**config.mk**
```make
export PLATFORM = sky130hd
export DESIGN_NAME = spdg_div_cell
export DESIGN_NICKNAME = d
export VERILOG_FILES = /design/src/design/spdg_pkg.sv /design/src/design/spdg_div_cell.sv
export SDC_FILE = /design/constraint.sdc
export NUM_CORES = 1
export LEC_CHECK = 0
export BUFFER_PORTS_ARGS = -buffer_cell sky130_fd_sc_hd__buf_2
export CORE_AREA = 2 2 211 213
export CTS_BUF_LIST = sky130_fd_sc_hd__clkbuf_16
export DETAILED_ROUTE_END_ITERATION = 7
export DIE_AREA = 0 0 213 215
export PLACE_DENSITY = 0.65
export SLEW_MARGIN = 25
export SYNTH_ARGS = -nofsm -noshare
export SYNTH_HDL_FRONTEND = slang
export SYNTH_SLANG_ARGS = --single-unit
```
**constraint.sdc**
```tcl
create_clock -name clk -period 0.95 [get_ports clk]
set_input_delay 0.285 -clock clk [delete_from_list [all_inputs] [get_ports clk]]
set_output_delay 0.285 -clock clk [all_outputs]
set_load 0.03 [all_outputs]
```
**src/design/spdg_pkg.sv**
```systemverilog
// ----------------------------------------------------------------------------
// spdg_pkg: shared types and widths of the spatial pan and distance gain block
// widths of the square-root and divider lanes and the data carried alongside
// ----------------------------------------------------------------------------
package spdg_pkg;

	localparam int ONE_Q14   = 16384;
	localparam int B_W       = 15;  // clamped blend, 0..16384
	localparam int D_W       = 31;  // near / far distance when valid
	localparam int DOT_W     = 65;  // magnitude of the dot product
	localparam int SQ_REM_W  = 67;  // radicand and remainder
	localparam int SQ_ROOT_W = 33;  // square root
	localparam int PN_W      = 80;  // pan dividend (dot shifted by 14)
	localparam int PD_W      = 66;  // pan divisor (dist * rlen)
	localparam int GN_W      = 45;  // gain dividend
	localparam int GD_W      = 31;  // gain divisor
	localparam int Q_W       = 14;  // quotient bits

	typedef struct packed {
		logic [SQ_REM_W-1:0]  rem;
		logic [SQ_ROOT_W-1:0] root;
	} sq_lane_t;

	typedef struct packed {
		logic             invalid;
		logic             neg;
		logic [B_W-1:0]   b;
		logic [D_W-1:0]   near_d;
		logic [D_W-1:0]   far_d;
		logic [DOT_W-1:0] dot;
	} sq_side_t;

	typedef struct packed {
		logic [PN_W-1:0] rem;
		logic [PD_W-1:0] den;
		logic [Q_W-1:0]  q;
	} pan_lane_t;

	typedef struct packed {
		logic [GN_W-1:0] rem;
		logic [GD_W-1:0] den;
		logic [Q_W-1:0]  q;
	} gain_lane_t;

	typedef struct packed {
		logic           invalid;
		logic           neg;
		logic           zero;
		logic           sat;
		logic [1:0]     gsel;
		logic [B_W-1:0] b;
	} dv_side_t;

endpackage

```
**src/design/spdg_div_cell.sv**
```systemverilog
// ----------------------------------------------------------------------------
// spdg_div_cell: one quotient bit of the pan and gain long divisions
// compares the shifted divisor with the partial remainder in both lanes
// ----------------------------------------------------------------------------
module spdg_div_cell #(
	parameter int BIT = 0
) (
	input  logic                 clk,
	input  logic                 arst_n,
	input  logic                 in_valid,
	input  spdg_pkg::dv_side_t   in_side,
	input  spdg_pkg::pan_lane_t  in_pan,
	input  spdg_pkg::gain_lane_t in_gain,
	output logic                 out_valid,
	output spdg_pkg::dv_side_t   out_side,
	output spdg_pkg::pan_lane_t  out_pan,
	output spdg_pkg::gain_lane_t out_gain
);

	localparam int PW = spdg_pkg::PN_W;
	localparam int GW = spdg_pkg::GN_W;
	localparam int QW = spdg_pkg::Q_W;

	logic                 valid_q;
	spdg_pkg::dv_side_t   side_q;
	spdg_pkg::pan_lane_t  pan_q;
	spdg_pkg::gain_lane_t gain_q;

	function automatic spdg_pkg::pan_lane_t pan_step(input spdg_pkg::pan_lane_t x);
		logic [PW-1:0]       trial;
		spdg_pkg::pan_lane_t y;
		trial = PW'(x.den) << BIT;
		y = x;
		if (trial <= x.rem) begin
			y.rem = x.rem - trial;
			y.q   = x.q | (QW'(1) << BIT);
		end
		return y;
	endfunction

	function automatic spdg_pkg::gain_lane_t gain_step(input spdg_pkg::gain_lane_t x);
		logic [GW-1:0]        trial;
		spdg_pkg::gain_lane_t y;
		trial = GW'(x.den) << BIT;
		y = x;
		if (trial <= x.rem) begin
			y.rem = x.rem - trial;
			y.q   = x.q | (QW'(1) << BIT);
		end
		return y;
	endfunction

	always_ff @(posedge clk or negedge arst_n) begin
		if (!arst_n) begin
			valid_q <= 1'b0;
		end else begin
			valid_q <= in_valid;
		end
	end

	always_ff @(posedge clk) begin
		side_q <= in_side;
		pan_q  <= pan_step(in_pan);
		gain_q <= gain_step(in_gain);
	end

	assign out_valid = valid_q;
	assign out_side  = side_q;
	assign out_pan   = pan_q;
	assign out_gain  = gain_q;

endmodule

```
After elaboration in Yosys (flattened, before gate mapping)
Index checks and enable logic that the tools add are counted.
{"block": "word_totals", "ff_bits": 272, "in_bits": 274, "out_inout_bits": 272, "wordCells": 21}
{"block": "op_classes", "addsub": 2, "n_lt_le_gt_ge": 2, "mux": 2}
{"operator": "<= comparator 66 x 80 -> 1 bit", "n": 1}
{"operator": "two-way mux 80 bit", "n": 1}
{"operator": "subtractor 80 x 66 -> 80 bit", "n": 1}
{"operator": "<= comparator 31 x 45 -> 1 bit", "n": 1}
{"operator": "two-way mux 45 bit", "n": 1}
{"operator": "subtractor 45 x 31 -> 45 bit", "n": 1}

Logic depth before layout (Yosys ltp)
{"block": "depth", "ltp_word": 2, "ltp_mapped": 14, "depth_no_buf": 13}

Least setup slack after synthesis
No wires, ideal clock.
{"block": "synth_path", "path_kind": "input to register", "from": "input in_pan[72] (netlist name)", "to": "register pan_q (netlist bit out_pan[134])", "setup_time_ns": 0.117, "arrival_time_ns": 2.885, "required_ns": 0.833, "path_slack_ns": -2.052, "cell_stages": 10, "path_buffers": 1, "path_cell_list": "inv_1 -> ha_1 -> clkbuf_1 -> nand4_1 -> or4_1 -> or4_1 -> o21a_1 -> or4_1 -> o211ai_1 -> nor2_1"}
{"block": "synth_between", "elab_chain_cells": 2}
{"item": "from (decl)", "line": "spdg_div_cell.sv:12", "text": "input spdg_pkg::pan_lane_t in_pan,"}
{"item": "<= comparator 66 x 80 -> 1 bit", "line": "spdg_div_cell.sv:34", "text": "if (trial <= x.rem) begin"}
{"item": "two-way mux 80 bit", "line": "spdg_div_cell.sv:34"}
{"item": "to (signal assigned)", "line": "spdg_div_cell.sv:63", "text": "pan_q <= pan_step(in_pan);"}
{"item": "to (decl)", "line": "spdg_div_cell.sv:26", "text": "spdg_pkg::pan_lane_t pan_q;"}
No other way between the ends.
A chain may end at the register's enable or synchronous reset.

Final worst setup path
{"block": "layout_path", "from": "input in_pan[48] (netlist name)", "to": "register pan_q (netlist bit out_pan[107])"}
Same word-level chain as after synthesis.

==> metrics.md <==
| Metric | Value |
|---|---|
| Slew @ Worst Pin | `703.5 ps` |
| Critical path class | `input pin to flip-flop` |
| Routability congestion estimate | `0.9361` |
| Final global-route overflow total | `0` |
| Switching share of power | `35.73%` |
| Placed cells | `3118` |
| GRT Overall Usage | `30.50%` |
| Die height | `215 µm` |
| Cell variety after synth | `72` |
| DP Worst Slack | `-2513 ps` |
| FMAX | `367.9 MHz` |
| Post-Syn Area | `13420 µm²` |
| Final core utilization | `68.74%` |
| Layout Area Growth over Synthesis | `123.6%` |
| NumNets Final | `3269` |
| FFs w/ async S/R, synth | `0.3676%` |
| Clock network power share | `27.4%` |
| Startpoint types | `input pin` |
| Commonest non-fill, non-tap cell in the layout | `buf_4` |
| CTS Buf Count | `31` |
| Crit. End Element | `flip-flop` |
| Min-delay worst type | `input pin to flip-flop` |
| Post-synthesis compound-gate area fraction | `20.84%` |
| Failing checks | `hold timing, setup timing` |
| Share of layout cells above drive strength 1 | `63.92%` |
| Main flop type after synthesis | `dfxtp_1` |
| Post-synthesis instance total | `1583` |
| CTS sink cnt | `272` |
| Post-synthesis adder-cell area fraction | `9.343%` |
| FP Rows | `77` |
| Post-route setup slack | `-1768 ps` |
| Data arrival time of the worst path | `3180 ps` |
| Dominant cells by area after synthesis | `dfxtp_1 (40%), ha_1 (9.0%), a21oi_1 (6.7%)` |
| Vias in the first global route | `19.16k` |
| Top cell type's share of synthesized area | `40.43%` |
| Pwr Total | `44.19 mW` |
| Leak Pwr | `13.80 nW` |
| Pre-antenna DRT Iters | `8` |
| Commonest non-fill, non-tap cells in the layout | `buf_4 (486), buf_6 (314), dfxtp_2 (265)` |
| CP max-delay cell | `or3b_4` |
| Finished Layout Cells | `3525` |
| Crit-path leading delay family | `compound AO/OA/AOI/OAI gates` |
| IO Port Bufs | `545` |
| First-pass GRT wire length | `108500 µm` |
| H-tree Lvls | `1` |
| Largest family of logic cells by synthesized area | `compound AO/OA/AOI/OAI gates` |
| Syn_nets | `1956` |
| Worst VDD drop | `1532 µV` |
| Mean Syn Cell Area | `8.477 µm²` |
| Die area | `45800 µm²` |
| Run status | `finished, violations left` |
| Critical path's largest stage delay | `410 ps` |
| Critical-path cell list | `buf_2, inv_1, ha_1, nand2_1, o21ai_4, a221o_1, a21oi_2, or3b_4, o21ai_4, o21ai_4, buf_6, buf_12, buf_12, buf_12, a21oi_2` |
| Via count | `18.14k` |
| Initial antenna violation count | `23` |
| TNS Setup | `-286060 ps` |
| Endpoint, Worst Hold | `out_pan[159]$_DFF_P_` |
| Power Density | `1473 nW/µm²` |
| TritonCTS clock tree | `done` |
| Final Instance Area | `30000 µm²` |
| Mux cell area share after synthesis | `0.6620%` |
| Switching power | `15.79 mW` |
| Final Hold Fails | `1` |
| CP max FO | `8` |
| Final period util | `286.1%` |
| Final min period | `2718 ps` |
| CORE AREA | `43640 µm²` |
| Detail Placement HPWL | `46600 µm` |
| RSZ-0062 raised after global routing | `true` |
| WP buf/inv | `6` |
| IO Pins | `546` |
| Hold Slack | `-42.07 ps` |
| Comb pwr share | `41.0%` |
| Yosys top cell by area | `dfxtp_1` |
| Synth Warn # | `0` |
| Final antenna-violating net count | `0` |
| Max-Cap Viols | `0` |
| EDFF count, synth | `0` |
| Die X | `213 µm` |
| Setup violators final | `399` |
| Iteration-0 DRC Markers | `1116` |
| Hold Startpoint | `in_pan[159]` |
| Worst endpoint required time | `1410 ps` |
| Hold-fix buffers, CTS | `248` |
| Seq pwr share | `31.6%` |
| Clk root buf | `clkbuf_16` |
| P_int | `28.40 mW` |
| Post-DP Area | `20650 µm²` |
| Worst-path clk slew | `70 ps` |
| Routed wire per std cell | `22.38 µm` |
| Synth Register Bits | `272` |
| Worst slew margin | `52.66%` |
| Simple-Gate Fraction of Synth Area | `15.47%` |
| Slew Viols, Final | `0` |
| # DRC | `0` |
| Largest net degree at the start of global routing | `16` |
| Routed WL | `78910 µm` |
| Worst hold path stage count | `2` |
| Initial Util | `30.75%` |
| Fillers | `2895` |
| XOR/XNOR share of the synthesized area | `7.441%` |
| Vias/cell | `5.145` |
| Seq/Total Area, Yosys | `40.62%` |
| CTS Buffer Depth | `3` |
==> cell usage after synthesis (5+ instances only) <==
cell type and instances:
a211o_1 5, a211oi_1 7, a21boi_0 12, a21o_1 62
a21oi_1 179, a31oi_1 15, and2_1 7, and3_1 8
buf_2 10, clkbuf_1 49, dfxtp_1 271, ha_1 97
inv_1 132, mux2_2 7, nand2_1 127, nand2b_1 12
nand3_1 30, nand4_1 34, nor2_1 134, nor2b_1 9
nor3_1 27, nor4_1 11, o2111ai_1 5, o211ai_1 6
o21a_1 14, o21ai_0 85, o21bai_1 17, o22ai_1 5
o31ai_1 6, or2_2 7, or3_1 11, or4_1 7
xnor2_1 63, xor2_1 51
==> state kept, by name, summed over array words and instances, names as in the netlist <==
signal,cells
out_pan,160
out_gain,90
out_side,21
out_valid,1
==> cells by family (layout without fill, tap and decap cells) <==
logic type               count (synthesis)  count (layout)
AO/OA/AOI/OAI                          454             454
XOR/XNOR                               114             114
adder cells (fa/ha/maj)                 99              99
buffers and inverters                  196            1534
flip-flops                             272             272
multiplexers                             8               8
other                                    0              12
AND/OR/NAND/NOR                        440             440
==> worst max path at each step <==
stage	startpoint	end	slack [ps]	depth (start not counted)
floorplan	in_pan[154]	out_pan[156]$_DFF_P_	-1820	10
global placement	in_pan[22]	out_pan[109]$_DFF_P_	-2410	15
detailed placement	in_pan[21]	out_pan[138]$_DFF_P_	-2510	16
CTS	in_pan[154]	out_pan[138]$_DFF_P_	-1530	13
global route	in_pan[53]	out_pan[107]$_DFF_P_	-1810	15
finish	in_pan[48]	out_pan[107]$_DFF_P_	-1770	15
==> timing repair <==
item / 4_1_cts / 5_1_grt
endpoints found under the hold margin: 248 / 1
setup endpoints to repair: 399 / 399
resized for setup: 1208 / 285
setup buffers: 54 / 39
pin swaps: 120 / 110
cloned: 13 / 1
==> area by class of cell <==
| type | instances | area [µm²] | area share, % |
|---|---|---|---|
| Timing Repair Buffer | 1344 | 11840 | 39.47 |
| Inverter | 132 | 555.5 | 1.852 |
| Sequential cell | 272 | 5804 | 19.35 |
| Multi-Input combinational cell | 1115 | 10040 | 33.46 |
| Tap cell | 592 | 740.7 | 2.469 |
| Clock buffer | 31 | 775.7 | 2.586 |
| Clock inverter | 27 | 215.2 | 0.7173 |
| Antenna cell | 12 | 30.03 | 0.1001 |
==> power groups by stage <==
stage | logic (mW) | registers (mW) | clock network (mW)
after floorplan | 4.48 | 16.2 | 0
after global placement | 12.8 | 13.5 | 0
after detailed placement | 12.9 | 13.5 | 0
after CTS | 16.4 | 13.8 | 12.0
after global routing | 18.9 | 14.0 | 12.7
final | 18.1 | 14.0 | 12.1
==> layer usage <==
metal | up-vias | wire (µm) | part of all wire, % | global-route usage [%]
li1 | 8152 | - | - | -
met1 | 8608 | 26780 | 34 | 31.08
met2 | 1001 | 38950 | 49 | 54.84
met3 | 350 | 7258 | 9.2 | 8.841
met4 | 24 | 5751 | 7.3 | 17.88
met5 | - | 168 | 0.21 | 0
Note: power is estimated with default switching activity, not from simulation.
