[src/design/spdg_pkg.sv]
// ----------------------------------------------------------------------------
// spdg_pkg: shared types and widths of the spatial pan and distance gain block
// widths of the square-root and divider lanes and the data carried alongside
// ----------------------------------------------------------------------------
package spdg_pkg;

	localparam int ONE_Q14   = 16384;
	localparam int B_W       = 15;  // clamped blend, 0..16384
	localparam int D_W       = 31;  // near / far distance when valid
	localparam int DOT_W     = 65;  // magnitude of the dot product
	localparam int SQ_REM_W  = 67;  // radicand and remainder
	localparam int SQ_ROOT_W = 33;  // square root
	localparam int PN_W      = 80;  // pan dividend (dot shifted by 14)
	localparam int PD_W      = 66;  // pan divisor (dist * rlen)
	localparam int GN_W      = 45;  // gain dividend
	localparam int GD_W      = 31;  // gain divisor
	localparam int Q_W       = 14;  // quotient bits

	typedef struct packed {
		logic [SQ_REM_W-1:0]  rem;
		logic [SQ_ROOT_W-1:0] root;
	} sq_lane_t;

	typedef struct packed {
		logic             invalid;
		logic             neg;
		logic [B_W-1:0]   b;
		logic [D_W-1:0]   near_d;
		logic [D_W-1:0]   far_d;
		logic [DOT_W-1:0] dot;
	} sq_side_t;

	typedef struct packed {
		logic [PN_W-1:0] rem;
		logic [PD_W-1:0] den;
		logic [Q_W-1:0]  q;
	} pan_lane_t;

	typedef struct packed {
		logic [GN_W-1:0] rem;
		logic [GD_W-1:0] den;
		logic [Q_W-1:0]  q;
	} gain_lane_t;

	typedef struct packed {
		logic           invalid;
		logic           neg;
		logic           zero;
		logic           sat;
		logic [1:0]     gsel;
		logic [B_W-1:0] b;
	} dv_side_t;

endpackage

[src/design/spdg_sqrt_cell.sv]
// ----------------------------------------------------------------------------
// spdg_sqrt_cell: one bit of two restoring square roots
// decides root bit BIT for the distance and right-vector lanes, then hands on
// ----------------------------------------------------------------------------
module spdg_sqrt_cell #(
	parameter int BIT = 0
) (
	input  logic                clk,
	input  logic                arst_n,
	input  logic                in_valid,
	input  spdg_pkg::sq_side_t  in_side,
	input  spdg_pkg::sq_lane_t  in_dist,
	input  spdg_pkg::sq_lane_t  in_rlen,
	output logic                out_valid,
	output spdg_pkg::sq_side_t  out_side,
	output spdg_pkg::sq_lane_t  out_dist,
	output spdg_pkg::sq_lane_t  out_rlen
);

	localparam int RW = spdg_pkg::SQ_REM_W;
	localparam int QW = spdg_pkg::SQ_ROOT_W;

	logic               valid_q;
	spdg_pkg::sq_side_t side_q;
	spdg_pkg::sq_lane_t dist_q, rlen_q;

	function automatic spdg_pkg::sq_lane_t step(input spdg_pkg::sq_lane_t x);
		logic [RW-1:0]      trial;
		spdg_pkg::sq_lane_t y;
		trial = (RW'(x.root) << (BIT + 1)) | (RW'(1) << (2 * BIT));
		y = x;
		if (trial <= x.rem) begin
			y.rem  = x.rem - trial;
			y.root = x.root | (QW'(1) << BIT);
		end
		return y;
	endfunction

	always_ff @(posedge clk or negedge arst_n) begin
		if (!arst_n) begin
			valid_q <= 1'b0;
		end else begin
			valid_q <= in_valid;
		end
	end

	always_ff @(posedge clk) begin
		side_q <= in_side;
		dist_q <= step(in_dist);
		rlen_q <= step(in_rlen);
	end

	assign out_valid = valid_q;
	assign out_side  = side_q;
	assign out_dist  = dist_q;
	assign out_rlen  = rlen_q;

endmodule

[config.mk]
export PLATFORM = sky130hd
export DESIGN_NAME = spdg_sqrt_cell
export DESIGN_NICKNAME = d
export VERILOG_FILES = /design/src/design/spdg_pkg.sv /design/src/design/spdg_sqrt_cell.sv
export SDC_FILE = /design/constraint.sdc
export NUM_CORES = 1
export LEC_CHECK = 0
export BUFFER_PORTS_ARGS = -buffer_cell sky130_fd_sc_hd__clkbuf_2
export CAP_MARGIN = 10
export CELL_PAD_IN_SITES_DETAIL_PLACEMENT = 1
export CELL_PAD_IN_SITES_GLOBAL_PLACEMENT = 1
export CORE_AREA = 5 5 269 271
export DETAILED_ROUTE_END_ITERATION = 10
export DIE_AREA = 0 0 274 276
export PLACE_DENSITY_LB_ADDON = 0.1
export SLEW_MARGIN = 20
export SYNTH_ARGS = -nofsm -noshare
export SYNTH_HDL_FRONTEND = slang
export SYNTH_SLANG_ARGS = --single-unit
[constraint.sdc]
create_clock -name clk -period 0.8 [get_ports clk]
set_input_delay 0.16 -clock clk [delete_from_list [all_inputs] [get_ports clk]]
set_output_delay 0.16 -clock clk [all_outputs]
set_load 0.1 [all_outputs]
; ---- Word-level counts from Yosys, hierarchy flattened
; Index checks and enable logic that the tools add are counted.
[totals]
regBits = 345
inputBits = 347
elab_cells = 19
output_inout_bits = 345
[op_classes]
n_mux = 2
add_sub_neg = 2
n_lt_le_gt_ge = 2
[op_table]
columns = cell, count
row1 = 2-to-1 mux 100 bit, 2
row2 = less-or-equal comparator 34 x 67 -> 1 bit, 2
row3 = subtractor 67 x 34 -> 67 bit, 2

; ---- Longest topological paths before layout
; Gate-level depths: netlist of run 1.
[logic_depth]
word_depth = 2
mapped_depth = 13
ltp_nobuf = 12

; ---- Least setup slack after synthesis of run 1
; OpenSTA, ideal clock, no wires.
[synth_timing]
path_kind = in2reg
start = input port in_dist[89] (netlist bit)
end = register dist_q (netlist bit out_dist[89])
arrival_ns = 2.957
slack_ns = -2.280
setup_time_ns = 0.123
required_time_ns = 0.677
n_path_buf = 2
cell_stages = 11
path_cell_list = or4_1 > or3_1 > clkbuf_2 > or4_4 > o211ai_1 > nand2b_1 > o21bai_1 > buf_2 > nand4b_1 > o41ai_1 > nand2_1
[synth_between]
elab_chain_cells = 2
word_cells_on_any_way = 3
classes_between = add/sub (1) / order compare (1) / mux (1)
[synth_lines]
columns = element, line
row1 = "start, declared", spdg_sqrt_cell.sv:12  ; input spdg_pkg::sq_lane_t in_dist,
row2 = subtractor 67 x 34 -> 67 bit or less-or-equal comparator 34 x 67 -> 1 bit (tied branches), "spdg_sqrt_cell.sv:33, spdg_sqrt_cell.sv:32"
row3 = 2-to-1 mux 100 bit (*), spdg_sqrt_cell.sv:32  ; if (trial <= x.rem) begin
row4 = "end signal, assigned", spdg_sqrt_cell.sv:49  ; dist_q <= step(in_dist);
row5 = "end, declared", spdg_sqrt_cell.sv:25  ; spdg_pkg::sq_lane_t dist_q, rlen_q;
; Mark *: on every way between the ends. The rest lies on a longest branch, timed or not.
; A chain may end at the register's enable or synchronous reset.

; ---- Worst setup path in the final report of run 1
[layout_timing]
start = input port in_rlen[89] (netlist bit)
end = register rlen_q (netlist bit out_rlen[74])
[layout_between]
elab_chain_cells = 2
[layout_lines]
columns = element, line
row1 = "start, declared", spdg_sqrt_cell.sv:13  ; input spdg_pkg::sq_lane_t in_rlen,
row2 = less-or-equal comparator 34 x 67 -> 1 bit, spdg_sqrt_cell.sv:32
row3 = 2-to-1 mux 100 bit, spdg_sqrt_cell.sv:32
row4 = "end signal, assigned", spdg_sqrt_cell.sv:50  ; rlen_q <= step(in_rlen);
row5 = "end, declared", spdg_sqrt_cell.sv:25
; No other way between the ends.

==> summary.md, run 1 <==
| Metric | Value |
|---|---|
| Hold Path Stages | 3 |
| Finished Layout Cells | 3871 |
| Yosys cell types | 73 |
| Post-synth EDFFs | 0 |
| Row cnt | 97 |
| Cell area after layout | 33300 sq um |
| Hold path startpoint | in_dist[0] |
| Total wire length | 83800 um |
| Area growth, synth to finish | 148% |
| Gr usage total | 21.2% |
| Clock Power Share | 30.0% |
| Global-route wire length before repair | 123000 um |
| Actual transition at the worst max-transition pin | 0.982 ns |
| Wire per inst | 21.6 um |
| Final setup margin | -1.87 ns |
| Chip Width | 274 um |
| Final Hold Violating Endpoints | 1 |
| Switch share | 38.5% |
| Fmax | 374 MHz |
| Detailed Routing Iterations Pass 1 | 6 |
| Total clock sinks | 345 |
| Syn_nets | 1810 |
| Pre-CTS WS | -2.53 ns |
| Final ANT Viol Nets | 0 |
| Placed cell area | 27100 sq um |
| Synth Warn # | 0 |
| RSZ-0062 raised after global routing | yes |
| Net count, final | 3305 |
| Seq cells post-synth | 345 |
| Initial antenna violation count | 16 |
| Clk buf depth | 3 |
| Async S/R FF share, synth | 0.290% |
| Most used DFF post-synth | dfxtp_1 |
| Internal | 42900 uW |
| Final Setup Violations | 481 |
| Relative slew margins | 34.2% |
| Crit path max fanout | 6 |
| CP Capture Type | flip-flop |
| # placed instances | 3406 |
| Crit Path Category | in -> reg |
| Most common cell in the synthesized netlist | dfxtp_1 |
| Total core area | 69500 sq um |
| CP arrival | 3.14 ns |
| Min Hold Slack | -0.0375 ns |
| Share of the synthesized area in the top cell type | 51.4% |
| Total power | 69800 uW |
| Status | finished, violations left |
| Largest net degree at the start of global routing | 27 |
| Max_cap viols | 0 |
| CTS tree | built |
| Worst Hold End | out_dist[34] |
| Post-synthesis cell area | 13400 sq um |
| Failing checks | negative hold slack, negative setup slack |
| Initial Util | 19.3% |
| CTS Hold Bufs | 346 |
| P_sw | 26800 uW |
| DPL Wire Length | 66500 um |
| Leading area contributor after synthesis | dfxtp_1 |
| Reg power frac | 29.4% |
| Die H | 276 um |
| Max VDD drop | 1530 uV |
| Layout cells sized above 1 | 59.7% |
| Post-synthesis average cell area | 9.62 sq um |
| Root Buffer | clkbuf_16 |
| Synthesized instance count | 1393 |
| Synth area leaders | dfxtp_1, ha_1, a21oi_1, xor2_1, xnor2_1 |
| CTS Buf Count | 45 |
| Worst EP required | 1.27 ns |
| Die ar. | 75600 sq um |
| Initial DRC count | 473 |
| Pwr Density | 2090 nW/um^2 |
| Post-detailed-route DRC marker count | 0 |
| Critical path launch point type | input pin |
| Final worst-path cycle share | 334% |
| Worst-path clk slew | 0.06 ns |
| Worst Hold Class | in -> reg |
| Post-synth top cells | dfxtp_1, a21oi_1, nor2_1, nand2_1, inv_1 |
| Combinational power share | 40.6% |
| DR vias | 16400 |
| I/O pin cnt | 692 |
| GP Congestion | 0.842 |
| Fin crit period | 2.67 ns |
| Slew Viols, Final | 0 |
| Register area share after synthesis | 51.6% |
| Routed vias/inst | 4.22 |
| Leakage power | 0.0152 uW |
| Clock H-tree levels | 2 |
| Port bufs | 691 |
| GRT overflow | 0 |
| Vias in the first global route | 18500 |
worst max-delay path by stage:
stage                    to  slack [ns]         from  cells past startpoint
3_5_place_dp   out_dist[98]       -2.53  in_dist[89]                     11
3_3_place_gp   out_dist[91]       -2.49  in_dist[33]                     14
4_1_cts        out_rlen[74]       -1.80  in_rlen[89]                     11
6_report       out_rlen[74]       -1.87  in_rlen[89]                     11
2_1_floorplan  out_rlen[84]       -2.25  in_rlen[89]                      9
5_1_grt        out_rlen[74]       -1.88  in_rlen[89]                     11
power groups by stage:
stage / combinational, uW / clock, uW / sequential [uW]
final: 28300 / 20900 / 20500
after global routing: 29400 / 22400 / 20600
after CTS: 28200 / 21700 / 20500
after detailed placement: 26400 / 0 / 20800
after global placement: 26200 / 0 / 20800
after floorplan: 3560 / 0 / 31200
per-stage QoR:
| step | TNS, ns | util (%) | hold WS, ns |
|---|---|---|---|
| after floorplan | -276.92 | - | -0.136 |
| after global placement | -306.39 | 38.9 | -0.0619 |
| after detailed placement | -311.78 | 38.9 | -0.0560 |
| after CTS | -397.61 | 47.3 | -0.0667 |
| after global routing | -410.40 | 47.9 | -0.0410 |
| final | -389.90 | 47.9 | -0.0375 |
critical path: stages:
cell,delay (ns)
buf_6,0.09
or4_4,0.55
or3_4,0.35
or3_4,0.34
or2_4,0.26
or4_4,0.45
or3_4,0.38
a21oi_4,0.20
buf_12,0.15
nor3_2,0.05
xor2_1,0.17
what timing repair did:
item,in CTS,in global routing
endpoints found under the hold margin,346,1
setup endpoints to repair,481,481
pin swaps,32,19
gates resized for setup,134,90
setup buffers,22,8
gates cloned,3,0
cell usage in the layout, fill, tap and decap left out, types with 22 or more instances in the layout:
master,instances
a21o_1,22
a21oi_1,104
a21oi_2,28
buf_12,361
buf_4,421
clkbuf_16,45
clkbuf_2,343
dfxtp_2,336
dlygate4sd3_1,346
ha_1,64
inv_1,91
nand2_1,86
nand4_1,28
nor2_1,80
nor2_4,31
nor3_1,30
o21ai_0,30
xnor2_1,53
xor2_1,66
logic make-up after synthesis:
| logic type | after synthesis | synth area share [%] |
|---|---|---|
| AO/OA/AOI/OAI | 292 | 13.8 |
| XOR/XNOR | 126 | 8.23 |
| AND/OR/NAND/NOR | 414 | 15.2 |
| multiplexers | 6 | 0.504 |
| buffers and inverters | 140 | 4.07 |
| adder cells (fa/ha/maj) | 70 | 6.65 |
| flip-flops | 345 | 51.6 |
registers in the layout (all words and copies together) (netlist names):
signal     flops
out_valid      1
out_rlen     100
out_side     144
out_dist     100
layout make-up:
class | instances | area [sq um]
fillers | 7491 | 36200
well taps | 940 | 1180
flip-flops and latches | 345 | 7370
diodes | 9 | 22.5
multi-input cells | 908 | 6970
repair buffers | 1497 | 15900
inverters | 91 | 342
clock inverters | 20 | 262
clock buffers | 61 | 1270
metal layers:
metal | vias to the layer above | wire, um | track usage (%)
li1 | 7823 | - | -
met3 | 117 | 5850 | 6.36
met5 | - | 122 | 0
met4 | 18 | 2750 | 6.29
met2 | 454 | 42800 | 38.8
met1 | 7942 | 32300 | 23.4
(Power assumes the default switching activity.)
==> inputs of run 2 (changes only) <==
Settings changed: GPL_TIMING_DRIVEN set to 1, SETUP_SLACK_MARGIN set to 0.2.
==> run 2 against run 1 <==
Effect of this change:
- the flow still finishes with violations (negative hold slack, negative setup slack)
- sequential share of layout area grew 2.1 points
- via count shrank 1.4%
- power shrank 2.1%
- combinational power is essentially flat
- first-iteration DRC count shrank 0.42%
- critical path type unchanged
- largest power group unchanged
==> summary.md, run 2 (synthesized netlist as in run 1, its figures left out) <==
| Metric | Value |
|---|---|
| RSZ-0062 raised after global routing | yes |
| DR vias | 16100 (-1.4%) |
| Gr usage total | 20.8% (-0.39 points) |
| Vias in the first global route | 17900 (-3.4%) |
| Actual transition at the worst max-transition pin | 0.710 ns (-0.272 ns) |
| Initial DRC count | 471 (-0.42%) |
| Net count, final | 3264 (-1.2%) |
| Final Setup Violations | 481 (unchanged) |
| CP arrival | 3.12 ns (-0.02 ns) |
| Layout cells sized above 1 | 61.5% (+1.8 points) |
| Root Buffer | clkbuf_16 |
| Global-route wire length before repair | 119000 um (-2.8%) |
| Largest net degree at the start of global routing | 31 (+15%) |
| Clk buf depth | 3 (unchanged) |
| Worst Setup SP | in_rlen[89] |
| Wire per inst | 21.8 um (+0.66%) |
| Stages on worst setup path | 11 (unchanged) |
| Crit-path cells | buf_8 > or4_4 > or3_4 > or3_4 > or2_4 > or4_4 > or3_4 > a21oi_4 > buf_12 > nor4_2 > xor2_1 |
| Fmax | 373 MHz (-0.11%) |
| Relative slew margins | 52.4% (+18 points) |
| Max_cap viols | 0 (unchanged) |
| Status | finished, violations left |
| Most frequent cells in the layout | buf_4, buf_12, dfxtp_4 |
| Hold Path Stages | 2 (-1) |
| Crit path max fanout | 6 (unchanged) |
| Post-detailed-route DRC marker count | 0 (unchanged) |
| GRT overflow | 0 (unchanged) |
| Total core area | 69500 sq um (unchanged) |
| Chip Width | 274 um (unchanged) |
| CTS Buf Count | 45 (unchanged) |
| DPL Wire Length | 66000 um (-0.73%) |
| GP Congestion | 0.871 (+3.5%) |
| Crit path top cell by count | or3_4 |
| Die ar. | 75600 sq um (unchanged) |
| I/O pin cnt | 692 (unchanged) |
| Leakage power | 0.0151 uW (-0.71%) |
| Max stage delay cell, worst path | or4_4 |
| Row cnt | 97 (unchanged) |
| CP delay by family, top | simple AND/OR/NAND/NOR gates |
| Slew Viols, Final | 0 (unchanged) |
| Area growth, synth to finish | 153% |
| Fin crit period | 2.68 ns (+0.00308 ns) |
| Max VDD drop | 1670 uV (+9.4%) |
| Worst Hold End | out_rlen[95] |
| Final setup margin | -1.88 ns (-0.00308 ns) |
| Max reg flops | 144 (unchanged) |
| Initial Util | 19.3% (unchanged) |
| Slowest stage delay, CP | 0.55 ns (about the same) |
| Pwr Density | 2010 nW/um^2 (-3.9%) |
| Hold path startpoint | in_rlen[95] |
| Detailed Routing Iterations Pass 1 | 4 (-2) |
| Worst-path clk slew | 0.06 ns (about the same) |
| Final worst-path cycle share | 335% (+0.38 points) |
| Port bufs | 691 (unchanged) |
| Worst EP required | 1.24 ns (-0.03 ns) |
| Most common cell after layout, fill and taps aside | buf_4 |
| Total power | 68300 uW (-2.1%) |
| Initial antenna violation count | 32 (+16) |
| Min Hold Slack | -0.193 ns (-0.155 ns) |
| Final Hold Violating Endpoints | 44 (+43) |
| Total wire length | 83500 um (-0.31%) |
| Worst Hold Class | in -> reg |
| Crit Path Category | in -> reg |
| Critical path launch point type | input pin |
| WP buf/inv | 2 (unchanged) |
| Clock H-tree levels | 2 (unchanged) |
| Failing checks | negative hold slack, negative setup slack |
| Routed vias/inst | 4.21 (-0.42%) |
| Total clock sinks | 345 (unchanged) |
| CTS tree | built |
| Final ANT Viol Nets | 0 (unchanged) |
| Die H | 276 um (unchanged) |
| CP Capture Type | flip-flop |
## run 2: cell count changes in the layout (fill, tap and decap cells not counted), sizes merged
cell / previous run / this run
clkbuf: 405 / 395
bufbuf: 1 / 0
dlygate4sd3: 346 / 302
diode: 9 / 12
buf: 806 / 807
dlymetal6s4s: 0 / 1
inv: 93 / 94
clkinv: 13 / 25
## run 2: how the worst max path moves through the flow
stage	to
2_1_floorplan	out_rlen[84]
3_3_place_gp	out_rlen[90]
3_5_place_dp	out_dist[91]
4_1_cts	out_rlen[94]
5_1_grt	out_rlen[74]
6_report	out_rlen[90]
## run 2: what timing repair did
item | 4_1_cts | 5_1_grt
resized for setup | 116 | 152
endpoints found under the setup margin | 481 | 482
hold endpoints to repair | 346 | 50
pin swaps | 25 | 20
cloned | 2 | 6
setup buffers | 15 | 6
hold buffers | 301 | 2
## run 2: area by class of cell
cell class	count	area (sq um)
antenna	12	30.0
clock buffer	49	1140
clock inverter	33	312
fill	7435	35600
inverter	91	342
multi-input combinational	908	7160
sequential	345	8210
tap	940	1180
timing repair buffer	1456	15600
## run 2: per-layer routing
layer / vias to the layer above / wire [um] / track usage [%]
li1: 7763 / - / -
met2: 473 / 41900 / 37.4
met1: 7712 / 31500 / 22.6
met4: 36 / 3170 / 7.20
met3: 145 / 6680 / 7.28
met5: - / 238 / 0
## run 2: stage by stage
step | cell area (sq um) | TNS [ns] | setup WS [ns] | utilization (%) | instances
floorplan | 15000 | -276.13 | -2.25 | - | 1393
finish | 33900 | -390.32 | -1.88 | 48.8 | 3834
detailed placement | 27900 | -315.49 | -2.49 | 40.1 | 3408
global route | 33900 | -414.31 | -1.89 | 48.8 | 3828
global placement | 27900 | -307.69 | -2.42 | 40.1 | 3408
CTS | 33000 | -401.38 | -1.79 | 47.5 | 3808
## run 2: where the power goes
| part | switching (uW) | internal (uW) | total, uW |
|---|---|---|---|
| Clock | 8300 | 11700 | 20000 |
| Combinational | 16900 | 11200 | 28200 |
| Sequential | 1380 | 18800 | 20100 |
